==> config.mk <==
export PLATFORM = sky130hd
export DESIGN_NAME = column_ink_profile_features
export DESIGN_NICKNAME = d
export VERILOG_FILES = /design/src/rtl/cipf_pkg.sv /design/src/rtl/cipf_front.sv /design/src/rtl/cipf_queue.sv /design/src/rtl/cipf_back.sv /design/src/rtl/column_ink_profile_features.sv
export SDC_FILE = /design/constraint.sdc
export NUM_CORES = 1
export LEC_CHECK = 0
export ABC_AREA = 1
export BUFFER_PORTS_ARGS = -buffer_cell sky130_fd_sc_hd__buf_2
export CAP_MARGIN = 30
export CORE_ASPECT_RATIO = 0.5
export CORE_MARGIN = 1.5
export CORE_UTILIZATION = 35
export DETAILED_ROUTE_END_ITERATION = 8
export GPL_ROUTABILITY_DRIVEN = 0
export PLACE_DENSITY_LB_ADDON = 0.15
export SLEW_MARGIN = 20
export SYNTH_ARGS = -nofsm -noshare
export SYNTH_HDL_FRONTEND = slang
export SYNTH_SLANG_ARGS = --single-unit
==> constraint.sdc <==
create_clock -name clock -period 8.9 [get_ports clock]
set_input_delay 0.445 -clock clock [delete_from_list [all_inputs] [get_ports clock]]
set_output_delay 0.445 -clock clock [all_outputs]
set_load 0.005 [all_outputs]
==> src/rtl/cipf_pkg.sv <==
// ----------------------------------------------------------------------------
// Column ink profile package
// Shared widths, constants, the column record that the front half hands to the
// back half and the finished feature set of one column.
// ----------------------------------------------------------------------------
`default_nettype none

package cipf_pkg;

   // Largest supported column height and derived widths.
   localparam int MaxRows     = 1024;
   localparam int RowW        = 10;
   localparam int CountW      = 11;
   localparam int ColW        = 16;
   localparam int DarkSumW    = 18;
   localparam int RowSumW     = 20;
   localparam int GreyW       = 8;
   localparam int DivW        = 20;
   localparam int DivCntW     = 5;

   localparam logic [CountW-1:0] RowsReset = CountW'(64);
   localparam logic [CountW-1:0] RowsMax   = CountW'(MaxRows);
   localparam logic [GreyW-1:0]  GreyWhite = 8'd255;
   localparam logic [DivCntW-1:0] DivLast  = DivCntW'(DivW - 1);

   // Stream payload widths, padded to whole bytes.
   localparam int ReqDataW = 16;
   localparam int RspDataW = 80;

   // Running sums of one finished column.
   typedef struct packed {
      logic [ColW-1:0]     column_index;
      logic [DarkSumW-1:0] darkness_sum;
      logic [CountW-1:0]   rows;
      logic [CountW-1:0]   ink_total;
      logic [RowW-1:0]     first_row;
      logic [RowW-1:0]     last_row;
      logic [RowW-1:0]     edge_total;
      logic [RowSumW-1:0]  row_sum;
      logic                seen_ink;
   } record_type;

   // Finished feature set of one column.
   typedef struct packed {
      logic                column_empty;
      logic [RowW-1:0]     centre_row;
      logic [RowW-1:0]     transitions;
      logic [RowW-1:0]     bottom_row;
      logic [RowW-1:0]     top_row;
      logic [CountW-1:0]   ink_count;
      logic [GreyW-1:0]    mean_darkness;
      logic [ColW-1:0]     column_index;
   } result_type;

endpackage

`default_nettype wire

==> src/rtl/cipf_front.sv <==
// ----------------------------------------------------------------------------
// Column ink profile front end
// Accepts pixels, keeps the per-column running sums and emits one record at the
// last row of each column.
// ----------------------------------------------------------------------------
`default_nettype none

module cipf_front (
   input  wire                          clock,
   input  wire                          reset,
   input  wire                          csr_wr_en,
   input  wire  [cipf_pkg::CountW-1:0]  csr_wr_data,
   input  wire                          pix_valid,
   output logic                         pix_ready,
   input  wire                          pix_ink,
   input  wire  [cipf_pkg::GreyW-1:0]   pix_grey,
   output logic                         rec_valid,
   input  wire                          rec_ready,
   output cipf_pkg::record_type         rec_data
);
   import cipf_pkg::*;

   logic [CountW-1:0]   rows_ff, rows_in;
   logic [RowW-1:0]     row_ff, row_in;
   logic [ColW-1:0]     col_ff, col_in;
   logic                prev_ff, prev_in;
   logic                seen_ff, seen_in;
   logic [RowW-1:0]     first_ff, first_in;
   logic [RowW-1:0]     last_ff, last_in;
   logic [CountW-1:0]   ink_ff, ink_in;
   logic [RowW-1:0]     edge_ff, edge_in;
   logic [DarkSumW-1:0] dark_ff, dark_in;
   logic [RowSumW-1:0]  rsum_ff, rsum_in;

   logic [CountW-1:0]   rows_eff;
   logic                end_row;
   logic                accept;

   // Clamp the row count into the supported range.
   always_comb begin
      rows_eff = rows_ff;
      if (rows_ff == '0) begin
         rows_eff = CountW'(1);
      end else if (rows_ff > RowsMax) begin
         rows_eff = RowsMax;
      end
   end

   assign end_row   = ({1'b0, row_ff} + CountW'(1)) >= rows_eff;
   assign pix_ready = !end_row || rec_ready;
   assign accept    = pix_valid && pix_ready;
   assign rec_valid = pix_valid && end_row;

   // Sums including the current pixel.
   always_comb begin
      seen_in  = seen_ff;
      first_in = first_ff;
      last_in  = last_ff;
      ink_in   = ink_ff;
      edge_in  = edge_ff;
      dark_in  = dark_ff;
      rsum_in  = rsum_ff;
      if (pix_ink) begin
         if (!seen_ff) begin
            first_in = row_ff;
         end
         last_in = row_ff;
         seen_in = 1'b1;
         ink_in  = ink_ff + CountW'(1);
         dark_in = dark_ff + DarkSumW'(GreyWhite - pix_grey);
         rsum_in = rsum_ff + RowSumW'(row_ff);
         if (row_ff != '0 && !prev_ff) begin
            edge_in = edge_ff + RowW'(1);
         end
      end
      prev_in = pix_ink;
      row_in  = row_ff + RowW'(1);
      col_in  = col_ff + ColW'(1);
   end

   // Record of the column that ends on this pixel.
   always_comb begin
      rec_data.column_index = col_ff;
      rec_data.darkness_sum = dark_in;
      rec_data.rows         = rows_eff;
      rec_data.ink_total    = ink_in;
      rec_data.first_row    = first_in;
      rec_data.last_row     = last_in;
      rec_data.edge_total   = edge_in;
      rec_data.row_sum      = rsum_in;
      rec_data.seen_ink     = seen_in;
   end

   // Row count register.
   always_ff @(posedge clock) begin
      if (reset) begin
         rows_ff <= RowsReset;
      end else if (csr_wr_en) begin
         rows_ff <= csr_wr_data;
      end
   end

   // Per-column state.
   always_ff @(posedge clock) begin
      if (reset) begin
         row_ff   <= '0;
         col_ff   <= '0;
         prev_ff  <= 1'b0;
         seen_ff  <= 1'b0;
         first_ff <= '0;
         last_ff  <= '0;
         ink_ff   <= '0;
         edge_ff  <= '0;
         dark_ff  <= '0;
         rsum_ff  <= '0;
      end else if (accept) begin
         if (end_row) begin
            row_ff   <= '0;
            col_ff   <= col_in;
            prev_ff  <= 1'b0;
            seen_ff  <= 1'b0;
            first_ff <= '0;
            last_ff  <= '0;
            ink_ff   <= '0;
            edge_ff  <= '0;
            dark_ff  <= '0;
            rsum_ff  <= '0;
         end else begin
            row_ff   <= row_in;
            prev_ff  <= prev_in;
            seen_ff  <= seen_in;
            first_ff <= first_in;
            last_ff  <= last_in;
            ink_ff   <= ink_in;
            edge_ff  <= edge_in;
            dark_ff  <= dark_in;
            rsum_ff  <= rsum_in;
         end
      end
   end

endmodule

`default_nettype wire

==> src/rtl/cipf_queue.sv <==
// ----------------------------------------------------------------------------
// Column ink profile record queue
// Two-entry queue that decouples the pixel front end from the divider back end.
// ----------------------------------------------------------------------------
`default_nettype none

module cipf_queue (
   input  wire                   clock,
   input  wire                   reset,
   input  wire                   in_valid,
   output logic                  in_ready,
   input  cipf_pkg::record_type  in_data,
   output logic                  out_valid,
   input  wire                   out_ready,
   output cipf_pkg::record_type  out_data
);
   import cipf_pkg::*;

   record_type  slot_ff [2];
   logic        wr_ptr_ff, wr_ptr_in;
   logic        rd_ptr_ff, rd_ptr_in;
   logic [1:0]  count_ff, count_in;
   logic        push;
   logic        pop;

   assign in_ready  = count_ff != 2'd2;
   assign out_valid = count_ff != 2'd0;
   assign out_data  = slot_ff[rd_ptr_ff];
   assign push      = in_valid && in_ready;
   assign pop       = out_valid && out_ready;

   // Pointer and fill-count update.
   always_comb begin
      wr_ptr_in = push ? !wr_ptr_ff : wr_ptr_ff;
      rd_ptr_in = pop ? !rd_ptr_ff : rd_ptr_ff;
      count_in  = count_ff;
      if (push && !pop) begin
         count_in = count_ff + 2'd1;
      end else if (pop && !push) begin
         count_in = count_ff - 2'd1;
      end
   end

   always_ff @(posedge clock) begin
      if (reset) begin
         wr_ptr_ff <= 1'b0;
         rd_ptr_ff <= 1'b0;
         count_ff  <= 2'd0;
      end else begin
         wr_ptr_ff <= wr_ptr_in;
         rd_ptr_ff <= rd_ptr_in;
         count_ff  <= count_in;
      end
   end

   // Storage.
   always_ff @(posedge clock) begin
      if (push) begin
         slot_ff[wr_ptr_ff] <= in_data;
      end
   end

endmodule

`default_nettype wire

==> src/rtl/cipf_back.sv <==
// ----------------------------------------------------------------------------
// Column ink profile back end
// Runs the two divisions of a column record on one shared radix-2 divider and
// holds the finished result until the receiver takes it.
// ----------------------------------------------------------------------------
`default_nettype none

module cipf_back (
   input  wire                   clock,
   input  wire                   reset,
   input  wire                   rec_valid,
   output logic                  rec_ready,
   input  cipf_pkg::record_type  rec_data,
   output logic                  res_valid,
   input  wire                   res_ready,
   output cipf_pkg::result_type  res_data
);
   import cipf_pkg::*;

   localparam logic [1:0] StIdle = 2'd0;
   localparam logic [1:0] StDivA = 2'd1;
   localparam logic [1:0] StDivB = 2'd2;
   localparam logic [1:0] StHold = 2'd3;

   logic [1:0]         state_ff, state_in;
   logic [DivCntW-1:0] cnt_ff, cnt_in;
   logic [DivW-1:0]    quo_ff, quo_in;
   logic [CountW-1:0]  rem_ff, rem_in;
   logic [CountW-1:0]  dvs_ff, dvs_in;
   logic [RowSumW-1:0] rsum_ff, rsum_in;
   result_type         res_ff, res_in;

   logic [CountW:0]    rem_sh;
   logic               fits;
   logic [CountW:0]    rem_sub;
   logic [CountW-1:0]  rem_step;
   logic [DivW-1:0]    quo_step;

   // One restoring division step.
   always_comb begin
      rem_sh   = {rem_ff, quo_ff[DivW-1]};
      fits     = rem_sh >= {1'b0, dvs_ff};
      rem_sub  = rem_sh - {1'b0, dvs_ff};
      rem_step = fits ? rem_sub[CountW-1:0] : rem_sh[CountW-1:0];
      quo_step = {quo_ff[DivW-2:0], fits};
   end

   assign rec_ready = state_ff == StIdle;
   assign res_valid = state_ff == StHold;
   assign res_data  = res_ff;

   // Sequencer: load, darkness mean, centre row, hold.
   always_comb begin
      state_in = state_ff;
      cnt_in   = cnt_ff;
      quo_in   = quo_ff;
      rem_in   = rem_ff;
      dvs_in   = dvs_ff;
      rsum_in  = rsum_ff;
      res_in   = res_ff;
      case (state_ff)
         StIdle: begin
            if (rec_valid) begin
               res_in.column_index  = rec_data.column_index;
               res_in.ink_count     = rec_data.ink_total;
               res_in.top_row       = rec_data.first_row;
               res_in.bottom_row    = rec_data.last_row;
               res_in.transitions   = rec_data.edge_total;
               res_in.column_empty  = !rec_data.seen_ink;
               res_in.mean_darkness = '0;
               res_in.centre_row    = '0;
               quo_in   = DivW'(rec_data.darkness_sum);
               rem_in   = '0;
               dvs_in   = rec_data.rows;
               rsum_in  = rec_data.row_sum;
               cnt_in   = '0;
               state_in = StDivA;
            end
         end
         StDivA: begin
            quo_in = quo_step;
            rem_in = rem_step;
            cnt_in = cnt_ff + DivCntW'(1);
            if (cnt_ff == DivLast) begin
               res_in.mean_darkness = quo_step[GreyW-1:0];
               quo_in   = DivW'(rsum_ff);
               rem_in   = '0;
               dvs_in   = res_ff.ink_count;
               cnt_in   = '0;
               state_in = StDivB;
            end
         end
         StDivB: begin
            quo_in = quo_step;
            rem_in = rem_step;
            cnt_in = cnt_ff + DivCntW'(1);
            if (cnt_ff == DivLast) begin
               res_in.centre_row = res_ff.column_empty ? '0 : quo_step[RowW-1:0];
               state_in = StHold;
            end
         end
         StHold: begin
            if (res_ready) begin
               state_in = StIdle;
            end
         end
         default: begin
            state_in = StIdle;
         end
      endcase
   end

   always_ff @(posedge clock) begin
      if (reset) begin
         state_ff <= StIdle;
         cnt_ff   <= '0;
      end else begin
         state_ff <= state_in;
         cnt_ff   <= cnt_in;
      end
   end

   // Datapath registers.
   always_ff @(posedge clock) begin
      quo_ff  <= quo_in;
      rem_ff  <= rem_in;
      dvs_ff  <= dvs_in;
      rsum_ff <= rsum_in;
      res_ff  <= res_in;
   end

endmodule

`default_nettype wire

==> src/rtl/column_ink_profile_features.sv <==
// ----------------------------------------------------------------------------
// Column ink profile features
// Per-column ink statistics of a word image streamed one pixel per transfer.
// ----------------------------------------------------------------------------
// Usage:
//   Pixels arrive on the req_ stream, column by column, top row first. Each
//   pixel transfer carries the ink bit and grey level. csr_wr_data sets the
//   rows per column (0 acts as 1, above 1024 acts as 1024); write it while idle.
//   One result per column leaves on the rsp_ stream after its last pixel.
// Throughput:
//   The front end takes one pixel per cycle unless the queue is full at the
//   end of a column. Each column result then passes through a two-entry
//   record queue and a shared radix-2 divider that runs two 20-step
//   divisions; the back end takes a new record only after the receiver has
//   taken the last result. Columns that arrive faster than the back end
//   finishes them fill the queue and stall the input.
// Reset and stalls:
//   Reset sets rows per column to 64 and clears all sums and the column number.
//   A stalled receiver holds the result; pixels are still taken until the
//   queue is full at the end of a column.
// ----------------------------------------------------------------------------
`default_nettype none

module column_ink_profile_features (
   input  wire                             clock,
   input  wire                             reset,
   input  wire                             csr_wr_en,
   input  wire  [cipf_pkg::CountW-1:0]     csr_wr_data,
   input  wire                             req_tvalid,
   output logic                            req_tready,
   // [0] ink, [8:1] grey_level, [15:9] zero
   input  wire  [cipf_pkg::ReqDataW-1:0]   req_tdata,
   output logic                            rsp_tvalid,
   input  wire                             rsp_tready,
   // [15:0] column_index, [23:16] mean_darkness, [34:24] ink_count,
   // [44:35] top_row, [54:45] bottom_row, [64:55] transitions,
   // [74:65] centre_row, [75] column_empty, [79:76] zero
   output logic [cipf_pkg::RspDataW-1:0]   rsp_tdata
);
   import cipf_pkg::*;

   record_type front_rec;
   logic       front_valid;
   logic       front_ready;
   record_type back_rec;
   logic       back_valid;
   logic       back_ready;
   result_type result;

   cipf_front u_front (
      .clock       (clock),
      .reset       (reset),
      .csr_wr_en   (csr_wr_en),
      .csr_wr_data (csr_wr_data),
      .pix_valid   (req_tvalid),
      .pix_ready   (req_tready),
      .pix_ink     (req_tdata[0]),
      .pix_grey    (req_tdata[8:1]),
      .rec_valid   (front_valid),
      .rec_ready   (front_ready),
      .rec_data    (front_rec)
   );

   cipf_queue u_queue (
      .clock     (clock),
      .reset     (reset),
      .in_valid  (front_valid),
      .in_ready  (front_ready),
      .in_data   (front_rec),
      .out_valid (back_valid),
      .out_ready (back_ready),
      .out_data  (back_rec)
   );

   cipf_back u_back (
      .clock     (clock),
      .reset     (reset),
      .rec_valid (back_valid),
      .rec_ready (back_ready),
      .rec_data  (back_rec),
      .res_valid (rsp_tvalid),
      .res_ready (rsp_tready),
      .res_data  (result)
   );

   // Result fields packed from the lowest bit up.
   assign rsp_tdata = {4'b0000, result};

endmodule

`default_nettype wire
==> results of run 1 <==
flip-flops by register name, summed over array words and instances, names as in the netlist, 11 cells and up, named ones only:
signal / cells
u_back.dvs_ff: 11
u_front.col_ff: 16
u_back.quo_ff: 20
u_front.ink_ff: 11
u_back.rem_ff: 11
u_back.rsum_ff: 20
u_front.dark_ff: 18
u_queue.slot_ff: 214
u_front.rows_ff: 11
u_back.res_data: 76
u_front.rsum_ff: 20
per-layer routing:
metal,up-vias,track usage (%),part of all wire [%]
met5,-,0,0
met4,0,3.57,1.6
met3,58,2.65,3.9
met2,196,25.6,44
met1,7036,22.9,50
li1,7562,-,-
Yosys cell counts (4+ instances only):
master and count:
a31oi_1 5, inv_2 5, clkbuf_1 49, and2_1 6
o21ai_0 80, dfxtp_1 130, nand3_1 95, xnor2_1 17
o211ai_1 5, nor2_1 130, nor3_1 20, o221ai_1 11
nand4_1 28, buf_2 16, nand2_2 4, o21ai_1 5
buf_1 6, or2_2 6, edfxtp_1 352, xor2_1 23
nand2_1 747, inv_1 188, nand3b_1 11, buf_6 5
buf_4 14, a21oi_1 175, ha_1 52
cell families (layout without fill, tap and decap cells):
| group | count (synthesis) | in the layout |
|---|---|---|
| flops | 482 | 482 |
| buf+inv | 284 | 400 |
| compound gates | 291 | 291 |
| simple gates | 1065 | 1065 |
| xor+xnor | 40 | 40 |
| fa+ha+maj | 55 | 55 |
| other cells | 1 | 4 |
| mux | 1 | 1 |
tightest hold or removal path: cells and delay by family:
family / cells / cell delay, ps
AOI/OAI and AO/OA: 2 / 110
buffers and inverters: 1 / 80
power groups by stage:
| stage | combinational (mW) | sequential (mW) | clock [mW] |
|---|---|---|---|
| after floorplan | 0.848 | 3.04 | 0 |
| after global placement | 1.35 | 3.07 | 0 |
| after detailed placement | 1.35 | 3.07 | 0 |
| after CTS | 1.36 | 3.03 | 1.94 |
| after global routing | 1.52 | 3.05 | 2.03 |
| final | 1.35 | 3.02 | 1.89 |
worst max path at each step:
stage | start | to | cells past startpoint
6_report | u_front.rows_ff[4] | u_queue.slot_ff[1][24] | 17
5_1_grt | u_front.rows_ff[4] | u_queue.slot_ff[1][75] | 17
4_1_cts | u_front.row_ff[1] | u_queue.slot_ff[1][87] | 14
3_5_place_dp | u_front.row_ff[1] | u_queue.slot_ff[1][26] | 14
3_3_place_gp | u_front.row_ff[1] | u_queue.slot_ff[1][25] | 14
2_1_floorplan | u_front.row_ff[1] | u_queue.slot_ff[0][0] | 14
final cells by class:
class                   count  area (µm²)
fillers                  5847       35700
repair buffers            121         708
well taps                 812        1020
flip-flops and latches    482       13200
multi-input cells        1456        7040
inverters                 193         728
clock buffers              70        1290
clock inverters            16         129
==> impl_metrics.ini, run 1 <==
[clock_network]
insertion_delay_ps = 580
cts_tree = built
hold_buffers = 0
cts_setup_buffers = 0
cts_made_buffers = 46
numClockSinks = 482
clockBufferDepth = 3
clkTransAtPathRegs_ps = 60
cts-resized-gates = 0
cts-root-buf = clkbuf_16
htreeDepth = 2

[yosys]
synth_top_area_share_pct = 49.5
synth.ff_latch_count = 482
synth.area.top_cells = edfxtp_1, nand2_1, dfxtp_1
yosysTopAreaCell = edfxtp_1
ys.flop_type = edfxtp_1
syn_inst = 2219
synthMuxAreaShare_pct = 0.0469
syn_area_um2 = 21400
ys_seq_area_share_pct = 61.7
synth-adder-area-share_pct = 3.33
synth_top_family_by_area = simple AND/OR/NAND/NOR gates
avgSynthCellArea_um2 = 9.62
synth_compound_area_share_pct = 7.24
synth_edf_count = 352
synth_warnings = 0
synthXorXnorAreaFrac_pct = 1.64
yosys.area_share.simple_pct = 20.5
postSynth.asyncResetShare_pct = 0
yosysUniqueCellTypes = 49

[setup_path]
crit_path_frequent_cell = nor2_1
ff2ff_setup_slack_ps = 4030
crit_chain = nor2_1, nand3_1, nor4_1, nor2_1, nor2_1, inv_1, ha_1, nand2_1, inv_1, nand2_1, a21oi_1, nor2_1, nand2_2, nand2_2, nor2_4, buf_4, buf_4
worstRegToRegCells = 17
crit_path_max_fanout = 56
criticalPathCategory = reg2reg
cp_slowest_cell = buf_4
worst_path_largest_cell_delay_ps = 800
cp-start-kind = register
r2r-end = u_queue.slot_ff[1][24]
worstPathRequired_ps = 9080
critPathTopFamily = simple AND/OR/NAND/NOR gates
r2r_start = u_front.rows_ff[4]
path_buf_inv = 4
worstPathArrival_ps = 5050
worst_setup_path_end_kind = register

[power_and_ir_drop]
clkPwrFrac_pct = 30.2
power-per-cell-area_nw_per_um2 = 259
p_total_mw = 6.25
switchingPower_mw = 1.91
internal_power_mw = 4.33
power.share.sequential_pct = 48.3
comb_power_share_pct = 21.6
p_leak_nw = 9.45
switching_share_pct = 30.6
vdd.ir_drop.worst_mv = 0.127

[sta]
setup_viol = 0
grt_setup_unrepaired = false
tightest_slew_ps = 891
tns_ps = 0
maxSlewViolCount = 0
layout_setup_ws_ps = 4030
period_share_pct = 54.7
fin_crit_ps = 4870
whs_ps = 92.8
hold_violations = 0
max_freq_mhz = 205
clock_skew_ps = 27.6
slew-limit-headroom_pct = 40.6

[finish]
fin_area_um2 = 24100
finalNonFillerCells = 3150
final_nets = 2387
diodes = 0
final_common_cell = nand2_1
area_delta_synth_final_pct = 12.8
fin_util_pct = 40.3
layout_common_cells = nand2_1, edfxtp_1, inv_1, a21oi_1, dfxtp_1
layout-drive-gt1-share_pct = 9.07

[route]
routed_via_density = 4.71
routedWlPerCell_um = 15.9
num_vias = 14900
wirelength_mm = 50.2
drc = 0
firstDrtPassIters = 7
ant_nets = 0
drtIter0Drc = 1141

[status]
status = completed

[place]
placed_cell_area_um2 = 22600
dpl.cell_count = 3061
hpwl_mm = 31.9
portBuffers = 102
post-place-ws_ps = 4010

[floorplanning]
coreArea_um2 = 59700
die_h_um = 178
die_w_um = 352
initial_core_util_pct = 35.7
core.rowCount = 63
ios = 114
die_area_um2 = 62600

[grt]
first_global_vias = 14100
grt_usage_pct = 16.0
grt_antenna_before_repair = 0
gr-total-overflow = 0
grt_pass1_wl_mm = 79.5
grt_max_degree = 82

[worst_hold_path]
min_to = u_front.rows_ff[6]
hold_path_class = in2reg
hold_path_depth = 3
min_from = csr_wr_data[6]

[run]
drv_cap = 0
(Power assumes the default switching activity.)
==> inputs of run 2 (changes only) <==
--- a/config.mk
+++ b/config.mk
@@ -5,7 +5,7 @@
 export SDC_FILE = /design/constraint.sdc
 export NUM_CORES = 1
 export LEC_CHECK = 0
-export ABC_AREA = 1
+export ABC_AREA = 0
 export BUFFER_PORTS_ARGS = -buffer_cell sky130_fd_sc_hd__buf_2
 export CAP_MARGIN = 30
 export CORE_ASPECT_RATIO = 0.5
==> constraint.sdc (replaced) <==
create_clock -name clock -period 3.98 [get_ports clock]
set_input_delay 0.199 -clock clock [delete_from_list [all_inputs] [get_ports clock]]
set_output_delay 0.199 -clock clock [all_outputs]
set_load 0.005 [all_outputs]
==> impl_metrics.ini, run 2 <==
[clock_network]
clkTransAtPathRegs_ps = 60
clockBufferDepth = 3
cts-resized-gates = 0
cts_setup_buffers = 0
insertion_delay_ps = 570
cts-root-buf = clkbuf_16
numClockSinks = 482
hold_buffers = 11
cts_tree = built
cts_made_buffers = 46
htreeDepth = 2

[status]
status = completed

[floorplanning]
ios = 114
die_area_um2 = 62500
die_h_um = 178
die_w_um = 352
core.rowCount = 63
initial_core_util_pct = 35.7
coreArea_um2 = 59700

[sta]
fin_crit_ps = 3630
max_freq_mhz = 276
hold_violations = 0
slew-limit-headroom_pct = 35.5
clock_skew_ps = 20.8
grt_setup_unrepaired = false
layout_setup_ws_ps = 354
tightest_slew_ps = 968
maxSlewViolCount = 0
setup_viol = 0
period_share_pct = 91.1
whs_ps = 102

[grt]
grt_antenna_before_repair = 1
gr-total-overflow = 0
first_global_vias = 12700
grt_pass1_wl_mm = 74.7
grt_usage_pct = 15.4
grt_max_degree = 71

[finish]
layout-drive-gt1-share_pct = 21.0
multi_input_area_um2 = 7530
top_register = u_queue.slot_ff
fill_cells = 5716
largest_reg_flops = 214
area_delta_synth_final_pct = 14.7
layout_common_cells = edfxtp_1, nor2_1, dfxtp_1, mux2_2, a21oi_1
final_common_cell = edfxtp_1
ff_latch_area_um2 = 13200
finalNonFillerCells = 2612
final_nets = 1849

[worst_hold_path]
hold_path_class = in2reg
min_from = csr_wr_en
min_to = u_front.rows_ff[0]
hold_path_depth = 3

[setup_path]
crit_path_frequent_cell = a21o_1
cp_slowest_cell = dfxtp_4
r2r-end = u_queue.slot_ff[0][43]
crit_chain = ha_4, nand3_4, nor2_2, nand2_1, xnor2_1, ha_1, a21o_1, a21o_1, a31o_2, o211ai_1, buf_4, a21o_1, clkinvlp_4, buf_12
r2r_start = u_front.row_ff[0]
worst_path_largest_cell_delay_ps = 410
crit_path_max_fanout = 44
criticalPathCategory = reg2reg
worstPathArrival_ps = 3910
critPathTopFamily = compound AO/OA/AOI/OAI gates
worstRegToRegCells = 14
path_buf_inv = 3
cp-start-kind = register
ff2ff_setup_slack_ps = 350
worstPathRequired_ps = 4260
worst_setup_path_end_kind = register

[power_and_ir_drop]
power-per-cell-area_nw_per_um2 = 613
comb_power_share_pct = 25.0
p_leak_nw = 8.80
switching_share_pct = 30.5
power.share.sequential_pct = 45.9
vdd.ir_drop.worst_mv = 0.428
internal_power_mw = 10.4
clkPwrFrac_pct = 29.2
switchingPower_mw = 4.57

[yosys]
yosysMostFrequentCell = edfxtp_1
syn_inst = 1656
avgSynthCellArea_um2 = 12.9
postSynth.asyncResetShare_pct = 0
synth_warnings = 0
ys_seq_area_share_pct = 61.8
synthTopCellsByCount = edfxtp_1, nor2_1, dfxtp_1
ys.flop_type = edfxtp_1
synth.area.top_cells = edfxtp_1, dfxtp_1, mux2_2
synth_top_area_share_pct = 49.6
yosysUniqueCellTypes = 84
syn_area_um2 = 21300
synth.ff_latch_count = 482
synth_edf_count = 352
yosysTopAreaCell = edfxtp_1

[route]
wirelength_mm = 48.5
drc = 0
ant_nets = 0
drtIter0Drc = 789
routedWlPerCell_um = 18.6
routed_via_density = 5.05
num_vias = 13200
firstDrtPassIters = 4

[run]
drv_cap = 0

[place]
portBuffers = 102
hpwl_mm = 32.0
post-place-ws_ps = 419
dpl.cell_count = 2514
[run 2: cells by family (layout without fill, tap and decap cells)]
kind of cell | Yosys count | in the layout | synth area share (%)
other | 1 | 5 | 0.0176
and+or+nand+nor | 384 | 384 | 8.90
AOI/OAI and AO/OA | 350 | 350 | 11.6
muxes | 168 | 168 | 8.58
adders and majority gates | 55 | 55 | 3.33
buffers and inverters | 153 | 293 | 3.19
xor gates and xnor gates | 63 | 63 | 2.59
DFF | 482 | 482 | 61.8
[run 2: worst register-to-register path: cells and delay by family (launching register included)]
| family | cells | cell delay [ps] |
|---|---|---|
| adders and majority gates | 2 | 490 |
| and+or+nand+nor | 3 | 300 |
| buffers and inverters | 3 | 810 |
| AOI/OAI and AO/OA | 5 | 970 |
| xor gates and xnor gates | 1 | 290 |
| DFF | 1 | 410 |
[run 2: worst max path at each step]
stage,start,to,slack [ps],cells after the start
after floorplan,u_front.row_ff[1],u_queue.slot_ff[0][0],-320,13
after global placement,u_front.row_ff[0],u_queue.slot_ff[0][101],430,14
after detailed placement,u_front.row_ff[0],u_queue.slot_ff[0][93],420,14
after CTS,u_front.row_ff[0],u_queue.slot_ff[0][98],410,14
after global routing,u_front.row_ff[0],u_queue.slot_ff[0][98],190,14
final,u_front.row_ff[0],u_queue.slot_ff[0][43],350,14
[run 2: metrics by stage]
step	util (%)	power, mW	TNS, ps	cell area, µm²
finish	40.9	15.0	0	24500
detailed placement	38.2	10.8	0	22900
global route	40.9	15.8	0	24500
global placement	38.2	10.8	0	22900
floorplan	-	9.43	-33790	21400
CTS	40.9	15.2	0	24500
[run 2: layout make-up]
type | instances | area share (%)
Multi-Input combinational cell | 1024 | 30.8
Inverter | 55 | 0.864
Clock inverter | 18 | 0.649
Tap cell | 812 | 4.15
Clock buffer | 67 | 5.45
Antenna cell | 1 | 0.0102
Timing Repair Buffer | 153 | 4.18
Sequential cell | 482 | 53.9
[run 2: power groups by stage]
stage	registers [mW]	clock network [mW]	logic (mW)
floorplan	6.82	0	2.61
global placement	6.99	0	3.77
detailed placement	6.99	0	3.77
CTS	6.90	4.52	3.80
global route	6.96	4.71	4.18
finish	6.87	4.37	3.74
[run 2: per-layer routing]
metal	global-route usage [%]	wire length, µm
met4	3.50	755
met2	22.7	20300
met1	23.2	25100
met3	2.77	2310
met5	0	0
